<file path="src/rtl/gbn_pkg.sv">
// ----------------------------------------------------------------------------
// gbn_pkg
// Shared codes and controller/datapath interface types for the Go-Back-N
// window controller.
// ----------------------------------------------------------------------------
package gbn_pkg;

    typedef enum logic [1:0] {
        ACT_NEW_PACKET = 2'd0,
        ACT_LINK_READY = 2'd1,
        ACT_FRAME_RX   = 2'd2,
        ACT_TIMEOUT    = 2'd3
    } t_action;

    localparam logic [1:0] KIND_STATUS  = 2'd0;
    localparam logic [1:0] KIND_SEND    = 2'd1;
    localparam logic [1:0] KIND_DELIVER = 2'd2;

    localparam logic [7:0] FRAME_KIND_DATA = 8'd1;
    localparam logic [9:0] MIN_FRAME_LEN   = 10'd5;
    localparam logic [9:0] FRAME_OVERHEAD  = 10'd7;

    // resend burst limit and its counter width
    localparam int MAX_BURST = 8;
    localparam int LEFT_W    = 4;

    typedef struct packed {
        logic capture;
        logic exec;
        logic tmo_init;
        logic tmo_step;
    } t_ctrl_cmd;

    typedef struct packed {
        t_action action;
        logic    buf_zero;
        logic    left_last;
    } t_ctrl_sts;

endpackage

</file>
<file path="src/rtl/gbn_ctrl.sv">
// ----------------------------------------------------------------------------
// gbn_ctrl
// Sequencer: accepts a transaction, runs single-result events in one step
// and walks the resend burst on a timeout with frames buffered.
// ----------------------------------------------------------------------------
module gbn_ctrl
    import gbn_pkg::*;
(
    input  logic      i_clk,
    input  logic      i_rst_n,
    input  logic      i_start,
    output logic      o_busy,
    output t_ctrl_cmd o_cmd,
    input  t_ctrl_sts i_sts
);

    typedef enum logic [1:0] {
        S_IDLE,
        S_DECODE,
        S_SEND
    } t_state;

    t_state r_state;
    logic   r_busy;
    logic   burst;

    assign burst = (i_sts.action == ACT_TIMEOUT) && !i_sts.buf_zero;

    always_ff @(posedge i_clk) begin
        if (!i_rst_n) begin
            r_state <= S_IDLE;
            r_busy  <= 1'b0;
        end else begin
            unique case (r_state)
                S_IDLE: begin
                    if (i_start) begin
                        r_state <= S_DECODE;
                        r_busy  <= 1'b1;
                    end
                end
                S_DECODE: begin
                    if (burst) begin
                        r_state <= S_SEND;
                    end else begin
                        r_state <= S_IDLE;
                        r_busy  <= 1'b0;
                    end
                end
                S_SEND: begin
                    if (i_sts.left_last) begin
                        r_state <= S_IDLE;
                        r_busy  <= 1'b0;
                    end
                end
                default: begin
                    r_state <= S_IDLE;
                    r_busy  <= 1'b0;
                end
            endcase
        end
    end

    always_comb begin
        o_cmd.capture  = (r_state == S_IDLE) && i_start;
        o_cmd.exec     = (r_state == S_DECODE) && !burst;
        o_cmd.tmo_init = (r_state == S_DECODE) && burst;
        o_cmd.tmo_step = (r_state == S_SEND);
    end

    assign o_busy = r_busy;

endmodule

</file>
<file path="src/rtl/gbn_datapath.sv">
// ----------------------------------------------------------------------------
// gbn_datapath
// Window state, packet handle store, transaction capture and result register.
// ----------------------------------------------------------------------------
module gbn_datapath
    import gbn_pkg::*;
#(
    parameter int MAX_SEQUENCE = 7
) (
    input  logic        i_clk,
    input  logic        i_rst_n,
    input  t_ctrl_cmd   i_cmd,
    output t_ctrl_sts   o_sts,
    input  logic [1:0]  i_action,
    input  logic [15:0] i_new_packet_handle,
    input  logic        i_frame_good,
    input  logic [7:0]  i_frame_kind,
    input  logic [2:0]  i_frame_seq,
    input  logic [2:0]  i_frame_ack,
    input  logic [15:0] i_frame_payload_handle,
    input  logic [9:0]  i_frame_length,
    output logic        o_result_valid,
    output logic [1:0]  o_result_kind,
    output logic [2:0]  o_send_seq,
    output logic [2:0]  o_send_ack,
    output logic [15:0] o_out_packet_handle,
    output logic [9:0]  o_out_length,
    output logic [7:0]  o_stop_timer_mask,
    output logic        o_network_enable,
    output logic        o_last_result
);

    localparam int SEQ_MOD = MAX_SEQUENCE + 1;
    localparam int SEQ_W   = $clog2(SEQ_MOD);
    localparam int AW      = (SEQ_W > 3) ? SEQ_W : 3;
    localparam int BW      = (SEQ_W > LEFT_W) ? SEQ_W : LEFT_W;

    function automatic logic [SEQ_W-1:0] seq_inc(input logic [SEQ_W-1:0] x);
        return (x == SEQ_W'(MAX_SEQUENCE)) ? '0 : x + SEQ_W'(1);
    endfunction

    function automatic logic [SEQ_W-1:0] seq_dist(input logic [SEQ_W-1:0] a,
                                                   input logic [SEQ_W-1:0] b);
        logic [SEQ_W:0] t;
        if (a >= b) begin
            t = {1'b0, a} - {1'b0, b};
        end else begin
            t = {1'b0, a} + (SEQ_W+1)'(SEQ_MOD) - {1'b0, b};
        end
        return t[SEQ_W-1:0];
    endfunction

    function automatic logic [SEQ_W-1:0] seq_add(input logic [SEQ_W-1:0] a,
                                                  input logic [SEQ_W-1:0] b);
        logic [SEQ_W:0] t;
        t = {1'b0, a} + {1'b0, b};
        if (t >= (SEQ_W+1)'(SEQ_MOD)) begin
            t = t - (SEQ_W+1)'(SEQ_MOD);
        end
        return t[SEQ_W-1:0];
    endfunction

    function automatic logic [2:0] to_seq3(input logic [SEQ_W-1:0] x);
        logic [AW-1:0] t;
        t = AW'(x);
        return t[2:0];
    endfunction

    // captured transaction
    t_action     r_action;
    logic [15:0] r_handle;
    logic        r_good;
    logic [7:0]  r_fkind;
    logic [2:0]  r_fseq;
    logic [2:0]  r_fack;
    logic [15:0] r_phandle;
    logic [9:0]  r_flen;

    // window state
    logic [SEQ_W-1:0] r_oldest;
    logic [SEQ_W-1:0] r_next;
    logic [SEQ_W-1:0] r_expected;
    logic [SEQ_W-1:0] r_buf;
    logic             r_link;

    logic [15:0]       mem [SEQ_MOD];
    logic [15:0]       r_rd_data;
    logic [SEQ_W-1:0]  r_seq;
    logic [LEFT_W-1:0] r_left;

    logic              r_valid;
    logic [1:0]        r_kind;
    logic [2:0]        r_sseq;
    logic [2:0]        r_sack;
    logic [15:0]       r_ohandle;
    logic [9:0]        r_olen;
    logic [7:0]        r_mask;
    logic              r_ne;
    logic              r_last;

    logic [1:0]        n_kind;
    logic [2:0]        n_sseq;
    logic [2:0]        n_sack;
    logic [15:0]       n_ohandle;
    logic [9:0]        n_olen;
    logic [7:0]        n_mask;
    logic              n_ne;
    logic              n_last;

    logic              win_full;
    logic              frame_ok;
    logic              deliver;
    logic              ack_hit;
    logic              left_last;
    logic [AW-1:0]     fack_ext;
    logic [SEQ_W-1:0]  fack_c;
    logic [SEQ_W-1:0]  d_ack;
    logic [SEQ_W-1:0]  d_win;
    logic [SEQ_W:0]    freed;
    logic [SEQ_W-1:0]  buf_after;
    logic [SEQ_W-1:0]  ack_out;
    logic [SEQ_W-1:0]  rd_addr;
    logic [BW-1:0]     buf_ext;
    logic [LEFT_W-1:0] burst_len;
    logic [9:0]        len_out;
    logic [7:0]        ack_mask;
    logic              new_send;

    assign win_full  = r_buf >= SEQ_W'(MAX_SEQUENCE);
    assign frame_ok  = r_good && (r_flen >= MIN_FRAME_LEN) && (r_fkind == FRAME_KIND_DATA);
    assign deliver   = frame_ok && (AW'(r_fseq) == AW'(r_expected));
    assign left_last = (r_left == LEFT_W'(1));
    assign new_send  = i_cmd.exec && (r_action == ACT_NEW_PACKET) && !win_full;

    // an ack beyond the sequence space behaves as the top sequence number
    assign fack_ext  = AW'(r_fack);
    assign fack_c    = (fack_ext > AW'(MAX_SEQUENCE)) ? SEQ_W'(MAX_SEQUENCE)
                                                      : fack_ext[SEQ_W-1:0];
    assign d_ack     = seq_dist(fack_c, r_oldest);
    assign d_win     = seq_dist(r_next, r_oldest);
    assign ack_hit   = frame_ok && (d_ack < d_win);
    assign freed     = {1'b0, d_ack} + (SEQ_W+1)'(1);
    assign buf_after = (freed >= {1'b0, r_buf}) ? '0 : r_buf - freed[SEQ_W-1:0];

    assign ack_out   = (r_expected == '0) ? SEQ_W'(MAX_SEQUENCE) : r_expected - SEQ_W'(1);
    assign len_out   = (r_flen >= FRAME_OVERHEAD) ? r_flen - FRAME_OVERHEAD : '0;
    assign rd_addr   = i_cmd.tmo_init ? r_oldest : seq_inc(r_seq);
    assign buf_ext   = BW'(r_buf);
    assign burst_len = (buf_ext > BW'(MAX_BURST)) ? LEFT_W'(MAX_BURST)
                                                  : buf_ext[LEFT_W-1:0];

    always_comb begin
        for (int j = 0; j < 8; j++) begin
            ack_mask[j] = ack_hit && (j < SEQ_MOD) &&
                          (seq_dist(SEQ_W'(j), r_oldest) <= d_ack);
        end
    end

    always_comb begin
        n_kind    = KIND_STATUS;
        n_sseq    = '0;
        n_sack    = '0;
        n_ohandle = '0;
        n_olen    = '0;
        n_mask    = '0;
        n_ne      = 1'b0;
        n_last    = 1'b1;
        if (i_cmd.tmo_step) begin
            n_kind    = KIND_SEND;
            n_sseq    = to_seq3(r_seq);
            n_sack    = to_seq3(ack_out);
            n_ohandle = r_rd_data;
            n_last    = left_last;
        end else begin
            unique case (r_action)
                ACT_NEW_PACKET: begin
                    if (!win_full) begin
                        n_kind    = KIND_SEND;
                        n_sseq    = to_seq3(r_next);
                        n_sack    = to_seq3(ack_out);
                        n_ohandle = r_handle;
                    end
                end
                ACT_LINK_READY: begin
                    n_ne = !win_full;
                end
                ACT_FRAME_RX: begin
                    n_mask = ack_mask;
                    n_ne   = r_link && (ack_hit || !win_full);
                    if (deliver) begin
                        n_kind    = KIND_DELIVER;
                        n_ohandle = r_phandle;
                        n_olen    = len_out;
                    end
                end
                ACT_TIMEOUT: begin
                    n_ne = r_link;
                end
                default: begin
                    n_ne = 1'b0;
                end
            endcase
        end
    end

    always_ff @(posedge i_clk) begin
        if (!i_rst_n) begin
            r_oldest   <= '0;
            r_next     <= '0;
            r_expected <= '0;
            r_buf      <= '0;
            r_link     <= 1'b0;
            r_seq      <= '0;
            r_left     <= '0;
            r_valid    <= 1'b0;
        end else begin
            r_valid <= i_cmd.exec || i_cmd.tmo_step;
            if (i_cmd.exec) begin
                unique case (r_action)
                    ACT_NEW_PACKET: begin
                        if (!win_full) begin
                            r_buf  <= r_buf + SEQ_W'(1);
                            r_next <= seq_inc(r_next);
                            r_link <= 1'b0;
                        end
                    end
                    ACT_LINK_READY: begin
                        r_link <= 1'b1;
                    end
                    ACT_FRAME_RX: begin
                        if (deliver) begin
                            r_expected <= seq_inc(r_expected);
                        end
                        if (ack_hit) begin
                            r_oldest <= seq_inc(fack_c);
                            r_buf    <= buf_after;
                        end
                    end
                    ACT_TIMEOUT: begin
                        r_link <= r_link;
                    end
                    default: begin
                        r_link <= r_link;
                    end
                endcase
            end
            if (i_cmd.tmo_init) begin
                r_seq  <= r_oldest;
                r_left <= burst_len;
            end
            if (i_cmd.tmo_step) begin
                r_seq  <= seq_inc(r_seq);
                r_left <= r_left - LEFT_W'(1);
                if (left_last) begin
                    r_link <= 1'b0;
                    r_next <= seq_add(r_oldest, r_buf);
                end
            end
        end
    end

    always_ff @(posedge i_clk) begin
        if (i_cmd.capture) begin
            r_action  <= t_action'(i_action);
            r_handle  <= i_new_packet_handle;
            r_good    <= i_frame_good;
            r_fkind   <= i_frame_kind;
            r_fseq    <= i_frame_seq;
            r_fack    <= i_frame_ack;
            r_phandle <= i_frame_payload_handle;
            r_flen    <= i_frame_length;
        end
        if (new_send) begin
            mem[r_next] <= r_handle;
        end
        if (i_cmd.tmo_init || i_cmd.tmo_step) begin
            r_rd_data <= mem[rd_addr];
        end
        if (i_cmd.exec || i_cmd.tmo_step) begin
            r_kind    <= n_kind;
            r_sseq    <= n_sseq;
            r_sack    <= n_sack;
            r_ohandle <= n_ohandle;
            r_olen    <= n_olen;
            r_mask    <= n_mask;
            r_ne      <= n_ne;
            r_last    <= n_last;
        end
    end

    always_comb begin
        o_sts.action    = r_action;
        o_sts.buf_zero  = (r_buf == '0);
        o_sts.left_last = left_last;
    end

    assign o_result_valid      = r_valid;
    assign o_result_kind       = r_kind;
    assign o_send_seq          = r_sseq;
    assign o_send_ack          = r_sack;
    assign o_out_packet_handle = r_ohandle;
    assign o_out_length        = r_olen;
    assign o_stop_timer_mask   = r_mask;
    assign o_network_enable    = r_ne;
    assign o_last_result       = r_last;

endmodule

</file>
<file path="src/rtl/go_back_n_window_control.sv">
// ----------------------------------------------------------------------------
// go_back_n_window_control
// The result is registered from the decode state that follows acceptance; on a timeout with
// frames buffered, decode instead loads the first stored handle and the send state then
// resends n = min(buffered, 8) frames, one resent frame per cycle, paced by the single read
// port of the handle store. A new transaction is accepted only once busy falls.
// Results are strobed for one cycle each; the receiver cannot stall.
// Reset clears window state and the link flag; the handle store is not cleared.
// ----------------------------------------------------------------------------
module go_back_n_window_control
    import gbn_pkg::*;
#(
    parameter int MAX_SEQUENCE = 7
) (
    input  logic        i_clk,
    input  logic        i_rst_n,
    input  logic        start,
    output logic        busy,
    input  logic [1:0]  i_action,
    input  logic [15:0] i_new_packet_handle,
    input  logic        i_frame_good,
    input  logic [7:0]  i_frame_kind,
    input  logic [2:0]  i_frame_seq,
    input  logic [2:0]  i_frame_ack,
    input  logic [15:0] i_frame_payload_handle,
    input  logic [9:0]  i_frame_length,
    output logic        o_result_valid,
    output logic [1:0]  o_result_kind,
    output logic [2:0]  o_send_seq,
    output logic [2:0]  o_send_ack,
    output logic [15:0] o_out_packet_handle,
    output logic [9:0]  o_out_length,
    output logic [7:0]  o_stop_timer_mask,
    output logic        o_network_enable,
    output logic        o_last_result
);

    t_ctrl_cmd cmd;
    t_ctrl_sts sts;

    gbn_ctrl u_ctrl (
        .i_clk   (i_clk),
        .i_rst_n (i_rst_n),
        .i_start (start),
        .o_busy  (busy),
        .o_cmd   (cmd),
        .i_sts   (sts)
    );

    gbn_datapath #(
        .MAX_SEQUENCE (MAX_SEQUENCE)
    ) u_datapath (
        .i_clk                  (i_clk),
        .i_rst_n                (i_rst_n),
        .i_cmd                  (cmd),
        .o_sts                  (sts),
        .i_action               (i_action),
        .i_new_packet_handle    (i_new_packet_handle),
        .i_frame_good           (i_frame_good),
        .i_frame_kind           (i_frame_kind),
        .i_frame_seq            (i_frame_seq),
        .i_frame_ack            (i_frame_ack),
        .i_frame_payload_handle (i_frame_payload_handle),
        .i_frame_length         (i_frame_length),
        .o_result_valid         (o_result_valid),
        .o_result_kind          (o_result_kind),
        .o_send_seq             (o_send_seq),
        .o_send_ack             (o_send_ack),
        .o_out_packet_handle    (o_out_packet_handle),
        .o_out_length           (o_out_length),
        .o_stop_timer_mask      (o_stop_timer_mask),
        .o_network_enable       (o_network_enable),
        .o_last_result          (o_last_result)
    );

`ifndef SYNTHESIS
    // a resend burst is strobed on consecutive cycles
    a_burst_contiguous: assert property (@(posedge i_clk) disable iff (!i_rst_n)
        o_result_valid && !o_last_result |=> o_result_valid)
        else $error("resend burst has a gap");

    a_single_nonsend: assert property (@(posedge i_clk) disable iff (!i_rst_n)
        o_result_valid && (o_result_kind != KIND_SEND) |-> o_last_result)
        else $error("status or delivery result not marked last");

    a_busy_in_burst: assert property (@(posedge i_clk) disable iff (!i_rst_n)
        o_result_valid && !o_last_result |-> busy)
        else $error("idle while results are pending");

    a_send_clears_enable: assert property (@(posedge i_clk) disable iff (!i_rst_n)
        o_result_valid && (o_result_kind == KIND_SEND) |-> !o_network_enable)
        else $error("network enabled after a frame was sent");
`endif

endmodule
</file>
<file path="config.mk">
export PLATFORM = sky130hd
export DESIGN_NAME = go_back_n_window_control
export DESIGN_NICKNAME = d
export VERILOG_FILES = /design/src/rtl/gbn_pkg.sv /design/src/rtl/gbn_ctrl.sv /design/src/rtl/gbn_datapath.sv /design/src/rtl/go_back_n_window_control.sv
export SDC_FILE = /design/constraint.sdc
export NUM_CORES = 1
export LEC_CHECK = 0
export ABC_AREA = 1
export BUFFER_PORTS_ARGS = -buffer_cell sky130_fd_sc_hd__buf_2
export CORE_ASPECT_RATIO = 1.4
export CORE_MARGIN = 5
export CORE_UTILIZATION = 40
export CTS_CLUSTER_SIZE = 30
export DETAILED_ROUTE_END_ITERATION = 8
export HOLD_SLACK_MARGIN = 0.03
export SLEW_MARGIN = 15
export SYNTH_ARGS = -nofsm -noshare
export SYNTH_HDL_FRONTEND = slang
export SYNTH_SLANG_ARGS = --single-unit
</file>
<file path="constraint.sdc">
create_clock -name i_clk -period 5.15 [get_ports i_clk]
set_input_delay 1.03 -clock i_clk [delete_from_list [all_inputs] [get_ports i_clk]]
set_output_delay 1.03 -clock i_clk [all_outputs]
set_load 0.03 [all_outputs]
</file>
After elaboration in Yosys (flattened, before gate mapping)
Memory sizes are Yosys's and may differ from the RTL's. A register that Yosys moved wholly into a read port is not among the register bits.
Index checks and enable logic that the tools add are counted.
- bits of input ports: 62
- bits in registers: 127
- memories kept: 1
- bits in writable memories: 128
- bitwise gates (word level): 3
- reduce and logical (&&, ||, !) cells: 38
- eq/ne operators: 17
- add/subtract/negate cells: 34
- order comparisons: 26
- multiplexer cells: 61
- memories (memory ; words ; bits a word ; read ports ; clocked after memory_dff ; wr ports ; line ; source):
    u_datapath.mem ; 8 ; 16 ; 1 ; 1 ; 1 ; gbn_datapath.sv:86 ; logic [15:0] mem [SEQ_MOD];
- operators by type and width (kind ; number):
    2-to-1 mux 3 bit ; 34
    2-to-1 mux 16 bit ; 3
    case mux 16 bit (2 select lines) ; 1
    <= comparator 3 bit ; 8
    subtractor 3 bit (first input constant) ; 8
    adder 3 x 1 -> 3 bit (second input constant) ; 7
    >= comparator 10 x 3 -> 1 bit (second input constant) ; 2
    logical AND 1 bit ; 19
    subtractor 3 bit ; 5
    equality test 3 bit (second input constant) ; 4
    >= comparator 3 bit (first input constant) ; 4
    2-to-1 mux 4 bit ; 3
    subtractor 1 x 3 -> 3 bit (first input constant) ; 4
    subtractor 2 x 3 -> 3 bit (first input constant) ; 4
    2-to-1 mux 1 bit ; 10
    subtractor 10 x 3 -> 10 bit (second input constant) ; 1
    AND reduction 3 bit ; 3
    equality test 8 x 1 -> 1 bit (second input constant) ; 1
    2-to-1 mux 2 bit ; 4
    != test 2 bit (second input constant) ; 4
    equality test 2 bit (second input constant) ; 3
    >= comparator 1 x 3 -> 1 bit (first input constant) ; 2
    >= comparator 2 x 3 -> 1 bit (first input constant) ; 2
    >= comparator 3 bit ; 2
    29 further kinds ; 41

Logic depth before layout (Yosys ltp)
Gate-level depths: netlist (run 1).
- depth after elaboration: 10
- mapped depth: 19
- depth with buffers taken out: 19

Cells and area by module
A second synthesis (run 1) with hierarchy kept.
- cells, all modules: 1098
- area, all modules: 12134.1 um^2
- by module, submodules not included (module ; sequential area each (um^2) ; cells each ; area each (um^2) ; times used):
    gbn_datapath ; 7837.5 ; 1071 ; 11964.0 ; 1
    gbn_ctrl ; 60.1 ; 27 ; 170.2 ; 1

Least setup slack after synthesis (run 1)
Ideal clock, no wire load.
- kind: reg2reg
- start point: register u_datapath.r_buf[0]
- end point: memory u_datapath.mem[5][0], enable pin
- clock period less this slack: 2930 ps
- path buffers: 0
- required time: 4741 ps
- data arrival time: 2521 ps
- cell stages (with the launch flop): 8
- slack: 2220 ps
- cell sequence: dfxtp_1 -> ha_1 -> ha_1 -> inv_1 -> nand4_1 -> nor2_1 -> nand2_1 -> nor3_1
- longest elaborated chain between the ends: 9
- elaborated cells on any way between the ends: 11
- those cells by class: order compare (1); mux (2); reduce/logical (8)
- RTL lines (what ; line ; source):
    from (decl) ; gbn_datapath.sv:83 ; logic [SEQ_W-1:0] r_buf;
    from (signal assigned) ; gbn_datapath.sv:222 ; r_buf <= r_buf + SEQ_W'(1);
    from (signal assigned) ; gbn_datapath.sv:236 ; r_buf <= buf_after;
    zero test 3 bit ; gbn_datapath.sv:293 ; o_sts.buf_zero = (r_buf == '0);
    zero test 1 bit ; gbn_ctrl.sv:27 ; assign burst = (i_sts.action == ACT_TIMEOUT) && !i_sts.buf_zero;
    logical AND 1 bit ; gbn_ctrl.sv:27 ;
    zero test 1 bit ; gbn_ctrl.sv:65 ; o_cmd.exec = (r_state == S_DECODE) && !burst;
    logical AND 1 bit ; gbn_ctrl.sv:65 ;
    logical AND 1 bit ; gbn_datapath.sv:133 ; assign new_send = i_cmd.exec && (r_action == ACT_NEW_PACKET) && !win_full;
    logical AND 1 bit * ; gbn_datapath.sv:133 ;
    2-to-1 mux 1 bit * ; gbn_datapath.sv:273 ; if (new_send) begin
    2-to-1 mux 1 bit (not written as such) * ; gbn_datapath.sv:274 ; mem[r_next] <= r_handle;
    to (decl) ; gbn_datapath.sv:86 ;
Every way passes the cells marked *; elsewhere a longest branch is shown, timed or not.

Worst setup path in the final report (run 1)
- start point: register u_datapath.r_oldest[0]
- end point: register u_datapath.r_buf[1]
- longest elaborated chain between the ends: 7
- elaborated cells on any way between the ends: 18
- those cells by class: add/sub (6); order compare (4); eq/ne (1); mux (5); reduce/logical (2)
- RTL lines (what ; line ; source):
    from (decl) ; gbn_datapath.sv:80 ; logic [SEQ_W-1:0] r_oldest;
    from (signal assigned) ; gbn_datapath.sv:235 ; r_oldest <= seq_inc(fack_c);
    subtractor 3 bit (tied with other cells) ; gbn_datapath.sv:48 ; t = {1'b0, a} + (SEQ_W+1)'(SEQ_MOD) - {1'b0, b};
    2-to-1 mux 3 bit ; gbn_datapath.sv:45 ; if (a >= b) begin
    adder 3 x 1 -> 4 bit ; gbn_datapath.sv:142 ; assign freed = {1'b0, d_ack} + (SEQ_W+1)'(1);
    >= comparator 4 x 3 -> 1 bit / subtractor 3 bit (equally long branches) ; gbn_datapath.sv:143 ; assign buf_after = (freed >= {1'b0, r_buf}) ? '0 : r_buf - freed[SEQ_W-1:0];
    2-to-1 mux 3 bit ; gbn_datapath.sv:143 ;
    2-to-1 mux 3 bit ; gbn_datapath.sv:234 ; if (ack_hit) begin
    case mux 3 bit (2 select lines) ; gbn_datapath.sv:219 ; unique case (r_action)
Several ways; a longest one is shown, not always the timed one. The select of a mux whose other input is x is not followed.
A chain may end at the register's enable or synchronous reset.

==> results of run 1 <==
## cell usage after synthesis, types with 8 or more instances
cell	n
nand2_1	375
edfxtp_1	247
inv_1	205
nand3_1	120
nor2_1	62
ha_1	43
dfxtp_1	24
buf_2	21
a21oi_1	20
o21ai_0	11
clkbuf_1	8
xor2_1	8
## power breakdown
group	leakage, nW	switching, mW	internal [mW]
sequential	2.47	0.0454	2.46
clock	0.483	0.857	1.35
combinational	3.42	0.173	0.0775
## area by class of cell
class / count / area [sq um] / area share [%]
diodes: 1 / 2.502 / 0.01732
clock buffers: 32 / 715.7 / 4.952
clock inverters: 18 / 282.8 / 1.957
inverters: 212 / 795.8 / 5.506
multi-input cells: 711 / 3621 / 25.06
flip-flops and latches: 271 / 7898 / 54.65
well taps: 390 / 488.0 / 3.377
repair buffers: 122 / 648.1 / 4.485
## worst max-delay path, stage by stage, from the launching register on
cell     delay (ps)
dfxtp_1         520
ha_1            210
inv_1            50
fa_1            430
inv_1            70
nand2_1          60
nand3_1          90
nand2_1         120
ha_1            330
a21o_1          180
nor2_1          280
nand3_1         240
nand2_1         110
nand2_1         140
nor2_1          150
nor2_1           60
## final timing paths
kind | from | end | slack, ps | cells past startpoint
max | u_datapath.r_oldest[0] | u_datapath.r_buf[1] | 2010 | 15
min | u_datapath.r_left[3] | u_datapath.r_left[3] | 490 | 2
max reg2reg | u_datapath.r_oldest[0] | u_datapath.r_buf[1] | 2010 | 15
min reg2reg | u_datapath.r_left[3] | u_datapath.r_left[3] | 490 | 2
## flip-flops by register name, indices dropped and copies added (netlist names), 4 cells and up
name / count
u_datapath.o_out_length: 10
u_datapath.o_stop_timer_mask: 8
u_datapath.r_phandle: 16
u_datapath.r_fkind: 8
u_datapath.r_flen: 10
u_datapath.o_out_packet_handle: 16
u_datapath.r_handle: 16
u_datapath.mem: 128
u_datapath.r_left: 4
u_datapath.r_rd_data: 16
## kinds of logic after synthesis
family	count (synthesis)	share of synthesized area, %
AND/OR/NAND/NOR	591	20.07
flip-flops	271	63.45
buffers and inverters	244	7.660
AO/OA/AOI/OAI	59	2.865
adder cells (fa/ha/maj)	47	4.966
XOR/XNOR	14	0.9851
## metrics by stage
| step | hold slack (ps) | worst slack, ps | cells | util (%) |
|---|---|---|---|---|
| after floorplan | 458.2 | 2220 | 1226 | - |
| after global placement | 473.5 | 2085 | 1706 | 43.79 |
| after detailed placement | 479.2 | 2015 | 1706 | 43.79 |
| after CTS | 487.6 | 2007 | 1756 | 47.04 |
| after global routing | 523.8 | 1680 | 1757 | 47.05 |
| final | 489.9 | 2013 | 1757 | 47.05 |
## layer usage
layer	up-vias	global-route usage, %	part of all wire [%]
li1	4239	-	-
met1	4083	19.25	39
met2	225	32.15	53
met3	56	2.660	5.1
met4	0	6.316	3.4
met5	-	0	0
==> results.txt, run 1 <==
----------------------------------------------------
[Clocking]
  Number of gates resized after CTS ... 0
  Number of buffers added for setup after CTS ... 0
  Maximum clock path buffer count ... 3
  Clock input transition at the sequential cells of the worst setup and hold paths ... 70 ps
  Library cell used as clock root buffer ... clkbuf_16
  Total clock sinks ... 271
  CTS H-tree lvls ... 1
  Total CTS buffers ... 28
  Count of hold buffers inserted by post-cts repair ... 0
  Insertion delay to the later sink of the worst-skew pair ... 560 ps
  Clock tree from TritonCTS ... yes

[Synthesis]
  Share of Yosys cell area claimed by the top area cell type ... 59.59%
  Flip-flop and latch count after synthesis ... 271
  Cell count after synthesis ... 1,226
  Share of flip-flops with an asynchronous set or reset ... 0%
  Sequential cell area fraction in the yosys report ... 63.45%
  Count of synthesis-stage warnings from yosys ... 0
  Nets in the synthesized netlist ... 1,335
  Top area cells in the synthesized netlist ... edfxtp_1 (60%), nand2_1 (11%), inv_1 (6.2%)
  Post-synth top area cell ... edfxtp_1
  Main flop type after synthesis ... edfxtp_1
  Post-synth EDFFs ... 247
  Combined area of all synthesized cells ... 12,450 sq um
  Unique masters post-synth ... 43
  Avg Synthesized Cell Area ... 10.15 sq um

[Power and ir drop]
  Leak pwr ... 6.380 nW
  Peak ir drop on the vdd network ... 219.2 uV
  Pwr/cell area ... 343.6 nW/um^2
  Overall power ... 4.966 mW

[Hold path]
  HP Class ... register to register

[Timing]
  Time the final worst path needs with I/O delays and setup ... 3137 ps
  Hold Violations, Final ... 0
  Slew margin rel. ... 30.49%
  Transition time of the tightest slew-check pin ... 1041 ps
  Maximum achievable frequency ... 318.8 MHz
  Post-route clock period utilization ... 60.90%
  Number of pins with negative max-slew slack in the final report ... 0
  Setup repair after global routing missed its margin ... false
  Setup_tns ... 0 ps
  Setup Skew ... 16.78 ps
  Total of endpoints with negative setup slack in the final report ... 0

[Detailed routing]
  Pre-Repair DR Iteration Count ... 5
  Final routed DRC violation total ... 0
  Final ANT Viol Nets ... 0
  WL final ... 29.89 mm
  Post-DR wirelength/cell ... 17.01 um
  Via count ... 8,603
  DRT iter0 DRCs ... 588
  Detail-routed via count per cell ... 4.896

[Placed design]
  Routability cong. ... 0.8378
  IO Port Bufs ... 107
  DP Wirelength ... 20.65 mm
  Cell Area, Placed ... 13,450 sq um

[GRT]
  Global route overflow ... 0
  Largest net degree at the start of global routing ... 49
  Vias in the first global route ... 8,755
  Number of antenna violations at the first check in global routing ... 1
  Combined global-route utilization of all metal layers ... 17.01%
  First-pass GRT wire length ... 47.11 mm

[Setup path]
  Worst endpoint data arrival time ... 3590 ps
  Critical-path maximum fanout ... 8
  Startpoint class of the critical path ... register
  Endpoint class of the critical path ... register
  Crit Path Category ... register to register
  Worst path required time ... 5600 ps

[Final layout]
  Commonest cells after routing, fill and taps aside ... nand2_1 (373), edfxtp_1 (247), inv_1 (204)
  Summed area of non-filler cells in the final layout ... 14,450 sq um
  Nets ... 1,455
  Share of post-route cells with drive strength above 1 ... 14.20%
  Area growth syn-to-layout ... 16.10%
  Number of fill cells in the layout ... 2,840
  Most common library cell in the layout ignoring fill and taps ... nand2_1

[Floorplanning]
  Std cell rows ... 76
  Height of the die ... 218.7 um
  Initial Utilization ... 40.52%
  Area of the core region ... 30,710 sq um
  Top-level port count ... 108
  Total die area ... 34,800 sq um
  Die X ... 159.1 um

[Job]
  Maxcap violations ... 0

[Outcome]
  Result of the run ... finished, final reports clean

----------------------------------------------------
Power figures use the tool's default switching activity.
==> run 2, diff against run 1 <==
==> constraint.sdc (replaced) <==
create_clock -name i_clk -period 3.05 [get_ports i_clk]
set_input_delay 0.61 -clock i_clk [delete_from_list [all_inputs] [get_ports i_clk]]
set_output_delay 0.61 -clock i_clk [all_outputs]
set_load 0.03 [all_outputs]
==> run 2 against run 1 <==
Hold slack worse by 260 ps. Via count grew 0.36%. Setup slack got worse by 1800 ps. First-iteration DRC count is 14% lower. Wire length down 1.6%. Clock-buffer cell count up 3. Critical path type unchanged. Critical endpoint is now u_datapath.o_stop_timer_mask[7]. Largest cell class unchanged. Largest power group unchanged. Highest routed layer unchanged.
==> results.txt, run 2 (synthesis results as in run 1) <==
----------------------------------------------------
[Clocking]
  Number of gates resized after CTS ... 0
  Insertion delay to the later sink of the worst-skew pair ... 560 ps
  Clock input transition at the sequential cells of the worst setup and hold paths ... 60 ps
  Count of hold buffers inserted by post-cts repair ... 0
  Total clock sinks ... 271
  Total CTS buffers ... 29
  Clock tree from TritonCTS ... yes
  Number of buffers added for setup after CTS ... 0
  Library cell used as clock root buffer ... clkbuf_16
  CTS H-tree lvls ... 1
  Maximum clock path buffer count ... 3

[Floorplanning]
  Std cell rows ... 76
  Height of the die ... 218.7 um
  Die X ... 159.1 um
  Area of the core region ... 30,710 sq um
  Top-level port count ... 108
  Total die area ... 34,800 sq um
  Initial Utilization ... 40.52%

[Final layout]
  Number of fill cells in the layout ... 2,810
  Commonest cells after routing, fill and taps aside ... nand2_1 (374), edfxtp_1 (247), inv_1 (204)
  Summed area of non-filler cells in the final layout ... 14,630 sq um
  Multi-input combinational cell area ... 3636 sq um
  Register with the highest flop count ... u_datapath.mem
  Most common library cell in the layout ignoring fill and taps ... nand2_1
  Area growth syn-to-layout ... 17.51%
  Nets ... 1,470
  Share of post-route cells with drive strength above 1 ... 14.97%
  Max FFs per register ... 128
  Storage cell area ... 7898 sq um
  Count of placed standard cells in the final layout, fillers left out ... 1,774

[GRT]
  Global route overflow ... 0
  Combined global-route utilization of all metal layers ... 16.84%
  Vias in the first global route ... 8,803
  Number of antenna violations at the first check in global routing ... 1
  First-pass GRT wire length ... 46.39 mm
  Largest net degree at the start of global routing ... 60

[Outcome]
  Result of the run ... finished, final reports clean

[Setup path]
  Critical-path maximum fanout ... 5
  Crit-path leading delay family ... adder cells
  Critical-path top delay cell ... fa_1
  Endpoint class of the critical path ... register
  Startpoint class of the critical path ... register
  Number of buffer and inverter stages on the critical path ... 4
  Crit Path Category ... register to register
  CP peak stage delay ... 430 ps
  Critical Path, Cell by Cell ... inv_1 > ha_1 > inv_1 > fa_1 > inv_1 > nand2_1 > nand3_1 > nand2_1 > ha_1 > a21o_1 > nor2_4 > buf_4 > nand2_1 > nor3b_1
  Worst endpoint data arrival time ... 3190 ps
  Worst path required time ... 3440 ps

[Placed design]
  DP Wirelength ... 19.26 mm
  IO Port Bufs ... 107
  Routability cong. ... 0.8434
  Cell Area, Placed ... 13,640 sq um
  Number of placed instances with taps included ... 1,720

[Job]
  Maxcap violations ... 0

[Detailed routing]
  Via count ... 8,634
  Final routed DRC violation total ... 0
  Top sig layer ... met4
  DRT iter0 DRCs ... 506
  Pre-Repair DR Iteration Count ... 5
  Routed length on met1 ... 10.96 mm
  Met2 wirelength from detailed routing ... 16.12 mm
  WL final ... 29.43 mm
  Post-DR wirelength/cell ... 16.59 um
  Met3 WL post-DR ... 1.479 mm
  Detail-routed via count per cell ... 4.867
  Final ANT Viol Nets ... 0

[Timing]
  Slew margin rel. ... 50.75%
  Setup repair after global routing missed its margin ... true
  Transition time of the tightest slew-check pin ... 737.7 ps
  Number of pins with negative max-slew slack in the final report ... 0
  Maximum achievable frequency ... 356.7 MHz
  Setup Skew ... 20.15 ps
  Time the final worst path needs with I/O delays and setup ... 2803 ps
  Total of endpoints with negative setup slack in the final report ... 0
  Hold Violations, Final ... 0
  Post-route clock period utilization ... 91.91%
  Setup_tns ... 0 ps

[Power and ir drop]
  Leak pwr ... 6.462 nW
  Overall power ... 8.248 mW
  Pwr/cell area ... 563.9 nW/um^2
  Peak ir drop on the vdd network ... 370.5 uV

[Hold path]
  HP Class ... primary input to register

----------------------------------------------------
-- run 2: routing by layer --
metal / GRT usage, % / vias to the layer above
met5: 0 / -
met4: 5.861 / 0
met3: 2.716 / 51
met2: 32.97 / 187
met1: 18.16 / 4127
li1: - / 4269
-- run 2: layout make-up --
type                            instances  share of cell area (%)
Antenna cell                            1                 0.01711
Clock buffer                           35                   5.115
Clock inverter                         18                   1.488
Inverter                              212                   5.441
Multi-Input combinational cell        711                   24.86
Sequential cell                       271                   53.99
Tap cell                              390                   3.336
Timing Repair Buffer                  136                   5.749
-- run 2: worst register-to-register path, delay by kind of cell, from the launching register on --
family          cells  cell delay, ps
fa+ha+maj           3             900
buf+inv             4             360
compound gates      1             210
simple gates        6             730
flops               1             410
-- run 2: worst paths after layout --
kind	from	to	slack, ps	cells past startpoint
setup / recovery	u_datapath.fack_ext[0]	u_datapath.o_stop_timer_mask[7]	250	14
hold reg to reg	u_ctrl.o_busy	u_ctrl.o_busy	490	2
setup reg to reg	u_datapath.fack_ext[0]	u_datapath.o_stop_timer_mask[7]	250	14
hold / removal	i_new_packet_handle[7]	u_datapath.r_handle[7]	230	1
-- run 2: report_power, final --
group,switching (mW),total (mW),internal [mW]
Clock,1.42,3.58,2.16
Sequential,0.0689,4.23,4.16
Combinational,0.298,0.442,0.144
-- run 2: stage by stage --
| stage | utilization, % | setup WS (ps) | hold slack, ps |
|---|---|---|---|
| floorplan | - | 119.7 | 458.2 |
| global placement | 44.41 | 232.6 | 470.7 |
| detailed placement | 44.41 | 153.8 | 481.4 |
| CTS | 47.56 | 133.1 | 196.0 |
| global route | 47.62 | -3.034 | 206.9 |
| finish | 47.62 | 246.6 | 227.3 |
==> run 3, diff against run 2 <==
--- a/config.mk
+++ b/config.mk
@@ -16,4 +16,6 @@
 export SLEW_MARGIN = 15
 export SYNTH_ARGS = -nofsm -noshare
 export SYNTH_HDL_FRONTEND = slang
+export SYNTH_HIERARCHICAL = 1
 export SYNTH_SLANG_ARGS = --single-unit
+export TNS_END_PERCENT = 100
==> run 3 against run 2 <==
Via count shrank 8.6%. Clock skew shrank 2.8 ps. Total power shrank 1.9%. Global-route usage shrank 0.76 points. Design area shrank 2.3%. Critical path type unchanged. Largest power group unchanged.
==> results.txt, run 3 <==
----------------------------------------------------
[Clocking]
  Clock tree from TritonCTS ... yes
  Insertion delay to the later sink of the worst-skew pair ... 560 ps
  Number of buffers added for setup after CTS ... 0
  Total clock sinks ... 271
  Library cell used as clock root buffer ... clkbuf_16
  Clock input transition at the sequential cells of the worst setup and hold paths ... 60 ps
  Total CTS buffers ... 28
  CTS H-tree lvls ... 1
  Maximum clock path buffer count ... 3

[Setup path]
  Cell with the most instances on the worst path ... ha_1
  Startpoint class of the critical path ... register
  Crit-path leading delay family ... adder cells
  Critical Path, Cell by Cell ... inv_1 > ha_1 > fa_1 > inv_1 > ha_1 > xnor2_1 > ha_1 > a21oi_1 > nand3_1 > nand2_1 > nor2_1 > nor2_1
  Endpoint class of the critical path ... register
  Worst setup path end ... u_datapath/r_buf[1]
  Worst path required time ... 3550 ps
  Worst setup path startpoint ... u_datapath/fack_ext[0]
  Reg2reg end ... u_datapath/r_buf[1]
  Worst endpoint data arrival time ... 3280 ps
  Crit Path Category ... register to register
  Register-to-register setup slack ... 270 ps
  Logic depth of the worst register-to-register path ... 12
  Critical-path top delay cell ... fa_1
  Number of cells on the critical path ... 12
  CP peak stage delay ... 650 ps
  Number of buffer and inverter stages on the critical path ... 2
  Critical-path maximum fanout ... 7
  R2r startpoint ... u_datapath/fack_ext[0]

[Timing]
  Setup repair after global routing missed its margin ... false
  Worst hold slack ... 220.7 ps
  Final Worst Setup Slack ... 265.3 ps
  Maximum achievable frequency ... 359.1 MHz
  Setup Skew ... 17.34 ps
  Number of pins with negative max-slew slack in the final report ... 0
  Slew margin rel. ... 53.24%
  Transition time of the tightest slew-check pin ... 700.6 ps
  Setup_tns ... 0 ps
  Total of endpoints with negative setup slack in the final report ... 0
  Post-route clock period utilization ... 91.30%
  Time the final worst path needs with I/O delays and setup ... 2785 ps
  Hold Violations, Final ... 0

[Final layout]
  Max FFs per register ... 128
  Post-route core utilization ... 47.75%
  Number of fill cells in the layout ... 2,734
  Register with the highest flop count ... u_datapath/mem
  Commonest cells after routing, fill and taps aside ... edfxtp_1 (247), nor2_1 (191), nand2_1 (190)
  Most common library cell in the layout ignoring fill and taps ... edfxtp_1
  Area growth syn-to-layout ... 17.80%
  Nets ... 1,343
  Share of post-route cells with drive strength above 1 ... 18.82%
  Number of diodes added for antenna fixing ... 0

[GRT]
  First-pass GRT wire length ... 43.13 mm
  Combined global-route utilization of all metal layers ... 16.08%
  Number of antenna violations at the first check in global routing ... 0
  Global route overflow ... 0
  Largest net degree at the start of global routing ... 65
  Vias in the first global route ... 8,250

[Floorplanning]
  Die X ... 157.2 um
  Top-level port count ... 108
  Area of the core region ... 29,940 sq um
  Height of the die ... 216.1 um
  Initial Utilization ... 40.54%
  Std cell rows ... 75
  Total die area ... 33,970 sq um

[Synthesis]
  Share of Yosys cell area claimed by the top area cell type ... 61.13%
  Flip-flop and latch count after synthesis ... 271
  Most frequent cells after synthesis ... edfxtp_1 (247), nand2_1 (191), nor2_1 (191), inv_1 (107), o21ai_1 (68)
  Sequential cell area fraction in the yosys report ... 65.09%
  Unique masters post-synth ... 44
  Cell count after synthesis ... 1,098
  Avg Synthesized Cell Area ... 11.05 sq um
  Main flop type after synthesis ... edfxtp_1
  Count of synthesis-stage warnings from yosys ... 6
  Combined area of all synthesized cells ... 12,130 sq um
  Top area cells in the synthesized netlist ... edfxtp_1 (61%), nand2_1 (5.9%), nor2_1 (5.9%)
  Share of flip-flops with an asynchronous set or reset ... 0%
  Top-count cell post-synth ... edfxtp_1
  Post-synth top area cell ... edfxtp_1
  Post-synth EDFFs ... 247
  Nets in the synthesized netlist ... 1,208

[Power and ir drop]
  Overall power ... 8.089 mW
  Pwr/cell area ... 565.9 nW/um^2
  Leak pwr ... 5.612 nW
  Peak ir drop on the vdd network ... 461.7 uV

[Detailed routing]
  Post-DR wirelength/cell ... 16.54 um
  WL final ... 27.10 mm
  Pre-Repair DR Iteration Count ... 5
  DRT iter0 DRCs ... 373
  Detail-routed via count per cell ... 4.813
  Final ANT Viol Nets ... 0
  Via count ... 7,889
  Final routed DRC violation total ... 0

[Outcome]
  Result of the run ... finished, final reports clean

[Hold path]
  HP Class ... primary input to register
  Hold Path Origin ... i_frame_kind[0]

[Job]
  Maxcap violations ... 0

[Placed design]
  DP Wirelength ... 18.00 mm
  Routability cong. ... 0.8919
  Worst-case setup slack after placement ... 269.2 ps
  IO Port Bufs ... 107

----------------------------------------------------
[run 3: worst min-delay path by stage]
stage	endpoint	depth (start not counted)
6_report	u_datapath/r_fkind[0]	1
5_1_grt	u_datapath/r_fseq[2]	1
4_1_cts	u_datapath/r_fkind[0]	1
3_5_place_dp	u_datapath/r_left[3]	2
3_3_place_gp	u_datapath/r_left[3]	2
2_1_floorplan	u_datapath/r_left[3]	2
[run 3: logic make-up after synthesis]
logic type,after synthesis,synth area share [%]
and+or+nand+nor,452,15.53
DFF,271,65.09
AOI/OAI and AO/OA,156,7.094
buffers and inverters,152,5.661
adders and majority gates,48,5.197
xor gates and xnor gates,19,1.433
[run 3: where the power goes]
part / internal, mW / switching, mW / total, mW
clock network: 2.02 / 1.40 / 3.42
registers: 4.16 / 0.0697 / 4.23
logic: 0.148 / 0.294 / 0.442
total: 6.32 / 1.77 / 8.09
[run 3: layer usage]
metal | track usage (%) | part of all wire [%] | wire (um) | vias to the layer above
met3 | 2.355 | 4.5 | 1212 | 65
li1 | - | - | - | 3972
met4 | 6.428 | 3.6 | 977 | 0
met2 | 29.90 | 53 | 14420 | 173
met5 | 0 | 0 | 0 | -
met1 | 18.23 | 39 | 10490 | 3679
[run 3: through the flow]
step,instance area [sq um],std cells
6_report,14290,1639
5_1_grt,14290,1639
4_1_cts,14290,1639
3_5_place_dp,13370,1588
3_3_place_gp,13370,1588
2_1_floorplan,12140,1098
[run 3: cell type report]
cell class                      instances  area [sq um]  area share (%)
Clock buffer                           38         768.2           5.375
Clock inverter                         13         155.1           1.085
Inverter                              118         442.9           3.099
Multi-Input combinational cell        675          3583           25.07
Sequential cell                       271          7899           55.26
Tap cell                              385         481.7           3.370
Timing Repair Buffer                  139         963.4           6.740
[run 3: worst reg2reg max path, cell delays in order, from the launching register on]
cell      delay [ps]
edfxtp_1         370
inv_1             80
ha_1             190
fa_1             650
inv_1            120
ha_1             200
xnor2_1          230
ha_1             310
a21oi_1          250
nand3_1          110
nand2_1           70
nor2_1            40
nor2_1           100
[run 3: timing repair]
| action | in CTS | in global routing |
|---|---|---|
| resized for setup | 0 | 1 |
| endpoints found under the setup margin | 0 | 2 |
| hold buffers | 0 | 0 |
